### src/rtl/mlmh_pkg.sv
`timescale 1ns / 1ps
// Package for the multilevel multihash set unit.
// Holds geometry constants, status codes, payload structs and the hash helpers.
package mlmh_pkg;

  localparam int unsigned BaseSize   = 256;
  localparam int unsigned Levels     = 4;
  localparam int unsigned NumHashes  = 4;
  localparam int unsigned BaseBits   = $clog2(BaseSize);
  localparam int unsigned LevelBits  = (Levels > 1) ? $clog2(Levels) : 1;
  localparam int unsigned StoreDepth = BaseSize * ((1 << Levels) - 1);
  localparam int unsigned AddrBits   = $clog2(StoreDepth);
  localparam int unsigned EntryBits  = 65;
  localparam int unsigned CfgIdxBits = 3;
  localparam int unsigned CfgBits    = 32;

  localparam logic [2:0] StInserted = 3'd0;
  localparam logic [2:0] StPresent  = 3'd1;
  localparam logic [2:0] StFound    = 3'd2;
  localparam logic [2:0] StAbsent   = 3'd3;
  localparam logic [2:0] StFull     = 3'd4;

  localparam logic OpInsert = 1'b0;
  localparam logic OpQuery  = 1'b1;

  localparam logic [CfgIdxBits-1:0] RegSeed0 = 3'd0;
  localparam logic [CfgIdxBits-1:0] RegSeed1 = 3'd1;
  localparam logic [CfgIdxBits-1:0] RegSeed2 = 3'd2;
  localparam logic [CfgIdxBits-1:0] RegSeed3 = 3'd3;
  localparam logic [CfgIdxBits-1:0] RegHashes = 3'd4;

  typedef struct packed {
    logic        opcode;
    logic [63:0] key;
  } in_word_t;

  typedef struct packed {
    logic [2:0]  status;
    logic [1:0]  level;
    logic [10:0] slot;
  } out_word_t;

  function automatic logic [31:0] rotl(input logic [31:0] x, input int unsigned r);
    rotl = (x << r) | (x >> (32 - r));
  endfunction

  // First half of a block mix: scramble the key word (one multiply and a rotate).
  function automatic logic [31:0] mix_k1(input logic [31:0] k);
    mix_k1 = rotl(k * 32'hcc9e2d51, 15);
  endfunction

  function automatic logic [31:0] mix_h(input logic [31:0] h, input logic [31:0] k);
    logic [31:0] t;
    t = rotl(h ^ k, 13);
    mix_h = t * 32'd5 + 32'he6546b64;
  endfunction

  function automatic logic [31:0] fmix_a(input logic [31:0] h);
    fmix_a = h ^ (h >> 16);
  endfunction

endpackage

### src/rtl/mlmh_hash.sv
`timescale 1ns / 1ps
// Multi-cycle 32-bit mix-and-multiply hash of a 64-bit key, one multiply per cycle.
// Depends on mlmh_pkg.
module mlmh_hash (
  input  logic        clk_i,
  input  logic        rst_ni,
  input  logic        start_i,
  input  logic [63:0] key_i,
  input  logic [31:0] seed_i,
  output logic        done_o,
  output logic [31:0] hash_o
);
  localparam logic [3:0] HIdle = 4'd0;
  localparam logic [3:0] HK0a  = 4'd1;
  localparam logic [3:0] HK0b  = 4'd2;
  localparam logic [3:0] HH0   = 4'd3;
  localparam logic [3:0] HK1a  = 4'd4;
  localparam logic [3:0] HK1b  = 4'd5;
  localparam logic [3:0] HH1   = 4'd6;
  localparam logic [3:0] HF1   = 4'd7;
  localparam logic [3:0] HF2   = 4'd8;
  localparam logic [3:0] HDone = 4'd9;

  logic [3:0]  state_q, state_d;
  logic [31:0] h_q, h_d, k_q, k_d;
  logic [63:0] key_q, key_d;

  always_comb begin
    state_d = state_q;
    h_d = h_q;
    k_d = k_q;
    key_d = key_q;
    case (state_q)
      HIdle: begin
        if (start_i) begin
          h_d = seed_i;
          key_d = key_i;
          state_d = HK0a;
        end
      end
      HK0a: begin
        k_d = mlmh_pkg::mix_k1(key_q[31:0]);
        state_d = HK0b;
      end
      HK0b: begin
        k_d = k_q * 32'h1b873593;
        state_d = HH0;
      end
      HH0: begin
        h_d = mlmh_pkg::mix_h(h_q, k_q);
        state_d = HK1a;
      end
      HK1a: begin
        k_d = mlmh_pkg::mix_k1(key_q[63:32]);
        state_d = HK1b;
      end
      HK1b: begin
        k_d = k_q * 32'h1b873593;
        state_d = HH1;
      end
      HH1: begin
        h_d = mlmh_pkg::fmix_a(mlmh_pkg::mix_h(h_q, k_q) ^ 32'd8);
        state_d = HF1;
      end
      HF1: begin
        h_d = h_q * 32'h85ebca6b;
        h_d = h_d ^ (h_d >> 13);
        state_d = HF2;
      end
      HF2: begin
        h_d = h_q * 32'hc2b2ae35;
        h_d = mlmh_pkg::fmix_a(h_d);
        state_d = HDone;
      end
      HDone: state_d = HIdle;
      default: state_d = HIdle;
    endcase
  end

  always_ff @(posedge clk_i or negedge rst_ni) begin
    if (!rst_ni) begin
      state_q <= HIdle;
    end else begin
      state_q <= state_d;
    end
  end

  always_ff @(posedge clk_i) begin
    h_q <= h_d;
    k_q <= k_d;
    key_q <= key_d;
  end

  assign done_o = (state_q == HDone);
  assign hash_o = h_q;
endmodule

### config.mk
export PLATFORM = sky130hd
export DESIGN_NAME = mlmh_hash
export DESIGN_NICKNAME = d
export VERILOG_FILES = /design/src/rtl/mlmh_pkg.sv /design/src/rtl/mlmh_hash.sv
export SDC_FILE = /design/constraint.sdc
export NUM_CORES = 2
export LEC_CHECK = 0
export ABC_AREA = 1
export BUFFER_PORTS_ARGS = -buffer_cell sky130_fd_sc_hd__buf_4
export CAP_MARGIN = 10
export CORE_UTILIZATION = 49
export CTS_CLUSTER_DIAMETER = 150
export DETAILED_ROUTE_END_ITERATION = 6
export PLACE_DENSITY = 0.64
export SLEW_MARGIN = 15
export SYNTH_ARGS = -nofsm -noshare
export SYNTH_HDL_FRONTEND = slang
export SYNTH_SLANG_ARGS = --single-unit
### constraint.sdc
create_clock -name clk_i -period 9.3 [get_ports clk_i]
set_input_delay 0.465 -clock clk_i [delete_from_list [all_inputs] [get_ports clk_i]]
set_output_delay 0.465 -clock clk_i [all_outputs]
set_load 0.01 [all_outputs]
==> results by group <==
Drt
  • Iter 0 DRT Violations: 2841
  • Routed len/inst: 23.3 microns
  • Via density: 5.28
  • Routed Antenna Nets: 0
  • Drt pass-1 iters: 7
  • DRC violations left: 1
  • Routed vias: 39329
  • Final WL: 173000 microns

Critical path
  • R2R cell count: 28
  • Setup crit end kind: flop
  • CP bufs+invs: 6
  • Crit path capture: hash_o[15]
  • Max stage delay on crit path: 1.06 ns
  • Worst path slowest cell: edfxtp_1
  • Critical Path Fanout Max: 9
  • Reg-to-reg startpoint: hash_o[11]
  • CP arrival: 8.30 ns
  • R2r setup slk: 1.27 ns
  • Largest delay share family, worst path: adder cells
  • RR Endpoint: hash_o[15]
  • Crit Path Category: reg -> reg
  • Crit. Startpoint: hash_o[11]
  • CP required: 9.57 ns
  • Critical path depth in cells: 28
  • CP startpoint kind: flop

Synth
  • Area share of the leading cell type in the synthesized netlist: 0.351
  • Synthesized cell area: 51200 sq um
  • Post-synth ARST share: 0.0303
  • Area leader, netlist: fa_1
  • Post-synth top cells: inv_1, ha_1, fa_1
  • Top cells by area, synth: fa_1, ha_1, inv_1
  • Post-synth EDFFs: 128
  • Post-synthesis sequential area ratio: 0.0770
  • Top-count cell post-synth: inv_1
  • Count of warnings emitted by yosys: 0
  • Flops & latches, synth: 132
  • Syn avg cell area: 8.70 sq um
  • Predominant post-synthesis flop cell: edfxtp_1
  • Post-synthesis instance total: 5891
  • Mapped Nets: 7839
  • Distinct cells, synth: 56

Clock network
  • Max clock buf depth: 2
  • CTS Buf Count: 17
  • CTS tree: done
  • Worst-path clk slew: 0.08 ns
  • Clk Latency, worst-skew pair: 0.53 ns
  • Root buffer cell: clkbuf_16
  • H-tree Lvls: 4
  • Clock sink total: 132

Cells and area
  • Share of cells above drive strength 1: 0.0468
  • Post-route cell area: 54800 sq um
  • Final #Nets: 8006
  • Area grow syn2layout: 6.87%

STA
  • Final Skew: 0.0219 ns
  • Worst-Margin Slew: 1.07 ns
  • Fmax: 124 MHz
  • Tcrit/Tclk final: 0.864
  • RSZ-0062 raised after global routing: false
  • Fin. Hold Viols: 0
  • Fin crit period: 8.03 ns
  • Final count of pins violating max slew: 0
  • Final TNS setup: 0 ns
  • Final setup fails: 0
  • Max_slew headroom: 0.288

Global routing
  • GR Overflow Total: 0
  • Overall Global Routing Usage: 0.338
  • Largest net degree at the start of global routing: 60
  • First-pass GRT wire length: 261000 microns
  • Number of global-route vias before repair: 41735
  • Antenna violations before repair: 4

Die
  • Num ports: 132
  • Initial core utilization: 0.494
  • # rows: 118
  • Die height: 325 microns
  • Floorplan die width: 325 microns
  • Core area: 104000 sq um
  • Die ar.: 106000 sq um

Flow run
  • Max_cap viols: 0

Placed design
  • Detail Placement HPWL: 153000 microns
  • DP Area: 54200 sq um
  • Port Buffers: 131
  • Routability cong.: 1.07

Hold path
  • Critical hold path startpoint: key_i[58]
  • HP Class: in -> reg

Status
  • Status: complete, but fails checks
  • Failing checks: DRC
## cell families (layout without fill, tap and decap cells)
kind of cell,count (synthesis),in the layout,share of synthesized area
buf+inv,1903,2083,0.140
xor+xnor,193,193,0.0331
simple gates,1339,1339,0.114
fa+ha+maj,1849,1849,0.583
flops,132,132,0.0770
other cells,0,1,0
compound gates,475,475,0.0530
## flip-flops by register name, summed over array words and instances (netlist names)
register and cells:
key_q 64, hash_o 32, k_q 32, state_q 4
## metrics by stage
step	hold slack (ns)	cells	util	worst slack, ns
6_report	0.106	7452	0.528	1.27
5_1_grt	0.0988	7451	0.528	1.00
4_1_cts	0.0779	7451	0.528	1.41
3_5_place_dp	0.266	7418	0.523	1.45
3_3_place_gp	0.267	7418	0.523	1.46
2_1_floorplan	0.169	5891	-	2.71
## layout make-up
class / count / area, sq um
multi-input combinational: 3856 / 40200
tap: 1380 / 1730
timing repair buffer: 168 / 1260
antenna: 1 / 2.50
clock buffer: 17 / 425
clock inverter: 15 / 155
inverter: 1883 / 7070
sequential: 132 / 3940
fill: 9897 / 48900
## metal layers
| layer | vias to the layer above | part of all wire | global-route usage |
|---|---|---|---|
| li1 | 18263 | - | - |
| met1 | 19289 | 0.40 | 0.426 |
| met2 | 1417 | 0.47 | 0.566 |
| met3 | 358 | 0.062 | 0.0421 |
| met4 | 2 | 0.066 | 0.185 |
| met5 | - | 0.000075 | 0 |
## worst reg2reg max path: cells and delay by family, from the launching register on
kind                       cells  cell delay (ns)
AOI/OAI and AO/OA              1             0.07
adders and majority gates      9             4.69
buffers and inverters          6             0.72
DFF                            1             1.06
and+or+nand+nor               12             1.26
## layout by cell type, fill, tap and decap left out, drive strengths merged, types with 94 or more instances in the layout
cell type,count
inv,1888
ha,951
fa,898
nand2,749
nand3,238
a21oi,219
nor2,197
buf,167
o21ai,151
edfxtp,128
xnor2,99
xor2,94
## worst min path at each step
stage | cells past startpoint | end | slack (ns)
2_1_floorplan | 0 | state_q[0] | 0.17
3_3_place_gp | 1 | state_q[0] | 0.27
3_5_place_dp | 1 | state_q[3] | 0.27
4_1_cts | 1 | key_q[62] | 0.08
5_1_grt | 1 | key_q[62] | 0.1
6_report | 1 | key_q[58] | 0.11
## what timing repair did
| item | CTS | global route |
|---|---|---|
| endpoints found under the hold margin | 4 | 0 |
| hold buffers | 1 | 0 |
| endpoints found under the setup margin | 0 | 0 |
| resized for setup | 0 | 0 |
| setup buffers | 0 | 0 |
Power is left out: the tool's default activity adds up to more than one toggle a clock period on the data nets, which glitch-free logic cannot reach.
