## config.mk

```make
export PLATFORM = sky130hd
export DESIGN_NAME = mlmh_ram
export DESIGN_NICKNAME = d
export VERILOG_FILES = /design/src/rtl/mlmh_ram.sv
export SDC_FILE = /design/constraint.sdc
export NUM_CORES = 1
export LEC_CHECK = 0
export BUFFER_PORTS_ARGS = -buffer_cell sky130_fd_sc_hd__buf_2
export CORE_ASPECT_RATIO = 0.9
export CORE_UTILIZATION = 57
export CTS_CLUSTER_DIAMETER = 100
export CTS_CLUSTER_SIZE = 12
export DETAILED_ROUTE_END_ITERATION = 6
export PLACE_DENSITY = 0.75
export SLEW_MARGIN = 25
export SYNTH_ARGS = -nofsm -noshare
export SYNTH_HDL_FRONTEND = slang
export SYNTH_SLANG_ARGS = --single-unit
```

## constraint.sdc

```tcl
create_clock -name clk_i -period 4.5 [get_ports clk_i]
set_input_delay 0.675 -clock clk_i [delete_from_list [all_inputs] [get_ports clk_i]]
set_output_delay 0.675 -clock clk_i [all_outputs]
set_load 0.005 [all_outputs]
```

## src/rtl/mlmh_ram.sv

```systemverilog
`timescale 1ns / 1ps
// Generic single-port RAM with registered read.
// No dependencies.
module mlmh_ram #(
  parameter int unsigned Width = 8,
  parameter int unsigned Depth = 16
) (
  input  logic                     clk_i,
  input  logic                     we_i,
  input  logic [$clog2(Depth)-1:0] addr_i,
  input  logic [Width-1:0]         wdata_i,
  output logic [Width-1:0]         rdata_o
);
  logic [Width-1:0] mem_q [Depth];

  always_ff @(posedge clk_i) begin
    if (we_i) begin
      mem_q[addr_i] <= wdata_i;
    end
    rdata_o <= mem_q[addr_i];
  end
endmodule

```

==> flow_metrics.env, run 1 <==
export IMPL_run_status="finished clean"
export IMPL_layout_drive_gt1_share=0.321
export IMPL_avgSynthCellArea_sq_um=22.0
export IMPL_pre_cts_slack_ns=1.68
export IMPL_dp_cells=364
export IMPL_yosys_top_cells_count="edfxtp_1 (128), mux4_2 (32), a22oi_1 (16), nor2_1 (13), nand2_1 (9)"
export IMPL_grt_antenna_before_repair=0
export IMPL_crit_path_end="rdata_o[3]"
export IMPL_hp_class="in -> reg"
export IMPL_wirelength_mm=9.50
export IMPL_routed_via_density=6.05
export IMPL_grt_usage=0.234
export IMPL_finalCritPeriodShare=0.494
export IMPL_ant_nets=0
export IMPL_yosys_cell_types_count=18
export IMPL_num_rows=32
export IMPL_worst_path_max_fanout=27
export IMPL_vias=2394
export IMPL_synth_area_sq_um=5070
export IMPL_yosysWarnings=0
export IMPL_p_comb_frac=0.044
export IMPL_grt_busiest_layer="met1"
export IMPL_worst_setup_path_start_kind="input pin"
export IMPL_clk_pin_slew_worst_paths_ns=0.06
export IMPL_portBuffers=21
export IMPL_hold_violations=0
export IMPL_p_sw_uw=606
export IMPL_drt_iter0_markers=257
export IMPL_critPathArrivalTime_ns=2.63
export IMPL_wire_per_inst_um=24.0
export IMPL_htreeDepth=4
export IMPL_use_met1=0.332
export IMPL_layoutNonFillerInstCount=396
export IMPL_cts_setup_buffers=0
export IMPL_cp_end_kind="flip-flop"
export IMPL_fin_ws_ns=2.28
export IMPL_r2r_end="rdata_o[6]"
export IMPL_drv_cap=0
export IMPL_slew_violations=0
export IMPL_regToRegStartpoint="mem_q[11][6]"
export IMPL_gp_congestion=0.773
export IMPL_setup_viol=0
export IMPL_ys_seq_area_frac=0.790
export IMPL_syn_instance_count=230
export IMPL_whs_ns=0.548
export IMPL_syn2layout_area_growth_pct=16.2
export IMPL_cts_made_buffers=17
export IMPL_synth_area_top_cells="edfxtp_1 (76%), mux4_2 (14%), dfxtp_1 (3.2%)"
export IMPL_cts_num_sinks=136
export IMPL_firstDrtPassIters=5
export IMPL_seqPwrFrac=0.488
export IMPL_ioPinCount=22
export IMPL_critPathLaunch="addr_i[0]"
export IMPL_post_route_min_period_ns=2.22
export IMPL_synth_edf_count=128
export IMPL_met2_usage=0.330
export IMPL_relSlewSlack=0.387
export IMPL_max_freq_mhz=450
export IMPL_worst_slew_pin_slew_ns=0.920
export IMPL_crit_type="in -> reg"
export IMPL_required_ns=4.91
export IMPL_yosysTopAreaCellShare=0.759
export IMPL_ir_drop_mv=0.461
export IMPL_clock_latency_ns=0.53
export IMPL_ys_ff_latch=136
export IMPL_ctsResizeCount=0
export IMPL_die_width_um=101
export IMPL_r2r_slack_ns=3.09
export IMPL_root_buffer="clkbuf_8"
export IMPL_synth_async_sr_flop_share=0
export IMPL_clkPwrFrac=0.468
export IMPL_sw_frac_of_total=0.207
export IMPL_die_h_um=91.5
export IMPL_antennaDiodeCount=0
export IMPL_grt_ovfl_total=0
export IMPL_mappedNetlistNets=244
export IMPL_grt_pass1_vias=2351
export IMPL_dieArea_sq_um=9270
export IMPL_yosysMostFrequentCell="edfxtp_1"
export IMPL_cts_tree="yes"
export IMPL_finalNetCount=278
export IMPL_start_util=0.589
export IMPL_postCtsHoldBufs=0
export IMPL_core_area_sq_um=8610
export IMPL_reg2reg_depth=3
export IMPL_synth_top_cell_by_area="edfxtp_1"
export IMPL_globalRouteMet3Util=0.0747
export IMPL_drc=0
export IMPL_rsz0062_at_grt="no"
export IMPL_grt_pass1_wl_mm=14.2
export IMPL_skew_ns=0.00492
export IMPL_setup_tns_ns=0
export IMPL_power_density_nw_per_um2=496
export IMPL_clockBufferDepth=2
export IMPL_grt_max_degree=40
export IMPL_p_leak_nw=1.92
export IMPL_p_int_mw=2.31
export IMPL_synth_top_flop_cell="edfxtp_1"
export IMPL_dp_hpwl_mm=5.61
==> worst min-delay path by stage <==
| stage | endpoint | slack (ns) | from | cells after the start |
|---|---|---|---|---|
| 2_1_floorplan | rdata_o[0] | 0.63 | mem_q[14][0] | 3 |
| 3_3_place_gp | rdata_o[2] | 0.66 | mem_q[14][2] | 3 |
| 3_5_place_dp | rdata_o[3] | 0.68 | mem_q[11][3] | 3 |
| 4_1_cts | mem_q[15][2] | 0.52 | wdata_i[2] | 1 |
| 5_1_grt | mem_q[15][2] | 0.53 | wdata_i[2] | 1 |
| 6_report | mem_q[15][2] | 0.55 | wdata_i[2] | 1 |
==> state kept, by name (all words and copies together), names as in the netlist <==
register and flops:
rdata_o 8, mem_q 128
==> cells in the final DEF, fill, tap and decap left out <==
| master | synthesis | layout |
|---|---|---|
| and2_1 | 1 | 1 |
| clkinv_2 | 0 | 2 |
| clkbuf_1 | 2 | 1 |
| nand2b_1 | 2 | 2 |
| buf_2 | 2 | 21 |
| nand3_1 | 1 | 1 |
| clkinvlp_4 | 0 | 3 |
| clkbuf_8 | 0 | 1 |
| nor3_1 | 4 | 4 |
| inv_6 | 0 | 4 |
| edfxtp_1 | 128 | 128 |
| nand3b_1 | 2 | 2 |
| clkinv_1 | 0 | 1 |
| bufinv_16 | 0 | 3 |
| or3b_2 | 1 | 1 |
| buf_4 | 0 | 5 |
| nand2_1 | 9 | 9 |
| nor2_1 | 13 | 13 |
| clkbuf_16 | 0 | 16 |
| mux4_2 | 32 | 32 |
| dfxtp_1 | 8 | 8 |
| nor2b_1 | 2 | 2 |
| clkinv_4 | 0 | 1 |
| a22oi_1 | 16 | 16 |
==> final cells by class <==
cell class / count / area (sq um)
Timing Repair Buffer: 26 / 143
Multi-Input combinational cell: 83 / 1000
Sequential cell: 136 / 4000
Clock inverter: 14 / 170
Clock buffer: 18 / 418
Tap cell: 119 / 149
Fill cell: 532 / 2720
==> worst max-delay path, stage by stage <==
cell	delay, ns
buf_2	0.59
buf_4	0.41
mux4_2	0.55
a22oi_1	0.31
nand2_1	0.08
==> power groups by stage <==
stage	combinational (mW)	clock, mW	sequential [mW]
after floorplan	0.0730	0	1.45
final	0.129	1.37	1.42
after global routing	0.139	1.44	1.43
after global placement	0.126	0	1.45
after detailed placement	0.129	0	1.45
after CTS	0.130	1.39	1.42
==> routing by layer <==
metal / share of wire / vias up
met5: 0 / -
met4: 0.018 / 0
met3: 0.083 / 15
met2: 0.47 / 134
met1: 0.43 / 1212
li1: - / 1033
==> through the flow <==
stage	power, mW	cell area (sq um)	utilization
finish	2.92	5890	0.684
floorplan	1.52	5070	-
detailed placement	1.58	5300	0.616
global placement	1.58	5300	0.616
global route	3.00	5890	0.684
CTS	2.94	5890	0.684
==> cell families after synthesis <==
kind of cell           Yosys count  share of synthesized area
AO/OA/AOI/OAI                   16                     0.0237
buffers and inverters           11                     0.0119
flip-flops                     136                      0.790
multiplexers                    32                      0.142
AND/OR/NAND/NOR                 35                     0.0321
(Power assumes the default switching activity.)
==> run 2: changes to the inputs <==
CORE_UTILIZATION = 54   (was 57)
PLACE_DENSITY = 0.74   (was 0.75)
clock period = 1.9 ns   (was 4.5 ns; I/O delays follow)
==> run 2 against run 1 <==
- setup slack worse by 1.8 ns
- highest routed layer unchanged
- critical endpoint is now rdata_o[5]
- largest power group unchanged
- first-iteration DRC count fell by 36%
- sequential power up 140%
- wire length grew 1.3%
- die area rose by 5.4%
- non-clock buffer count up 21
- combinational power is 150% higher
- global-route usage fell by 1.4 points
==> flow_metrics.env, run 2 (synthesized netlist as in run 1, its figures left out) <==
export IMPL_multiInputGateArea_sq_um=1000
export IMPL_crit_type="reg -> reg"
export IMPL_ctsResizeCount=0
export IMPL_relSlewSlack=0.685
export IMPL_grt_antenna_before_repair=0
export IMPL_placed_area_sq_um=5490
export IMPL_finalNetCount=299
export IMPL_antennaDiodeCount=0
export IMPL_hp_class="in -> reg"
export IMPL_grt_pass1_wl_mm=14.6
export IMPL_num_rows=33
export IMPL_htreeDepth=4
export IMPL_drt_iter0_markers=164
export IMPL_die_h_um=93.9
export IMPL_regMostFlops="mem_q"
export IMPL_slew_violations=0
export IMPL_worst_setup_path_start_kind="flip-flop"
export IMPL_worstPathCellList="mux4_2, a22oi_1, nand2_1"
export IMPL_wire_per_inst_um=22.9
export IMPL_globalRouteMet3Util=0.0756
export IMPL_cts_num_sinks=136
export IMPL_finalCritPeriodShare=0.756
export IMPL_post_route_min_period_ns=1.44
export IMPL_whs_ns=0.152
export IMPL_cts_tree="yes"
export IMPL_met2_usage=0.339
export IMPL_worstHoldStart="wdata_i[5]"
export IMPL_syn2layout_area_growth_pct=18.7
export IMPL_fin_ws_ns=0.464
export IMPL_clock_latency_ns=0.52
export IMPL_cts_made_buffers=17
export IMPL_run_status="finished clean"
export IMPL_p_total_mw=6.58
export IMPL_p_leak_nw=2.01
export IMPL_critPathArrivalTime_ns=1.83
export IMPL_hold_violations=0
export IMPL_wirelength_mm=9.63
export IMPL_regToRegStartpoint="mem_q[0][5]"
export IMPL_clk_pin_slew_worst_paths_ns=0.06
export IMPL_vias=2433
export IMPL_cts_setup_buffers=0
export IMPL_grt_busiest_layer="met2"
export IMPL_setup_viol=0
export IMPL_max_freq_mhz=696
export IMPL_top_regs="mem_q: 128 flops, rdata_o: 8 flops"
export IMPL_critPathMaxStageDelay_ns=0.48
export IMPL_use_met1=0.286
export IMPL_holdPathStages=1
export IMPL_core_area_sq_um=9130
export IMPL_clockBufferDepth=2
export IMPL_grt_usage=0.220
export IMPL_worst_path_max_fanout=1
export IMPL_required_ns=2.29
export IMPL_ant_nets=0
export IMPL_fill_cells=601
export IMPL_grt_ovfl_total=0
export IMPL_worst_slew_pin_slew_ns=0.471
export IMPL_power_density_nw_per_um2=1090
export IMPL_design_area_sq_um=6010
export IMPL_portBuffers=21
export IMPL_slowest_stage="mux4_2"
export IMPL_drc=0
export IMPL_dieArea_sq_um=9780
export IMPL_firstDrtPassIters=4
export IMPL_reg2reg_depth=3
export IMPL_final_cell_mix="edfxtp_1 (128), mux4_2 (32), buf_4 (24)"
export IMPL_ioPinCount=22
export IMPL_cp_end_kind="flip-flop"
export IMPL_largest_reg_flops=128
export IMPL_grt_max_degree=40
export IMPL_pre_cts_slack_ns=0.00332
export IMPL_root_buffer="clkbuf_8"
export IMPL_skew_ns=0.00455
export IMPL_final_common_cell="edfxtp_1"
export IMPL_layout_drive_gt1_share=0.366
export IMPL_grt_pass1_vias=2550
export IMPL_seq_area_sq_um=4000
export IMPL_ir_drop_mv=0.903
export IMPL_critPathLaunch="mem_q[0][5]"
export IMPL_setup_tns_ns=0
export IMPL_postCtsHoldBufs=0
export IMPL_start_util=0.555
export IMPL_die_width_um=104
export IMPL_drv_cap=0
export IMPL_rsz0062_at_grt="no"
export IMPL_routed_via_density=5.79
export IMPL_dp_hpwl_mm=6.13
export IMPL_gp_congestion=0.776
-- run 2: per-stage QoR --
stage | cells | utilization
after floorplan | 230 | -
after global placement | 388 | 0.601
after detailed placement | 388 | 0.601
after CTS | 420 | 0.659
after global routing | 420 | 0.659
final | 420 | 0.659
-- run 2: final cells by class --
class                   instances  area share
clock buffers                  19      0.0701
multi-input cells              83       0.167
well taps                     122      0.0254
repair buffers                 47      0.0541
clock inverters                13      0.0179
flip-flops and latches        136       0.666
-- run 2: worst max-delay path, delay by kind of cell, from the launching register on --
family           cells  cell delay, ns
AO/OA/AOI/OAI        1            0.34
flip-flops           1            0.37
multiplexers         1            0.48
AND/OR/NAND/NOR      1            0.12
-- run 2: final timing paths --
path	to	slack, ns
min reg2reg	rdata_o[1]	0.69
max reg2reg	rdata_o[5]	0.46
max	rdata_o[5]	0.46
min	mem_q[5][5]	0.15
-- run 2: where the power goes --
group / internal (mW) / switching, mW / leakage [nW]
registers: 3.36 / 0.0204 / 1.22
clock network: 1.72 / 1.17 / 0.243
logic: 0.142 / 0.175 / 0.539
-- run 2: metal layers --
layer / vias to the layer above / wire length (um)
met2: 65 / 4840
met4: 0 / 248
met3: 18 / 447
met1: 1271 / 4090
met5: - / 0
li1: 1079 / -
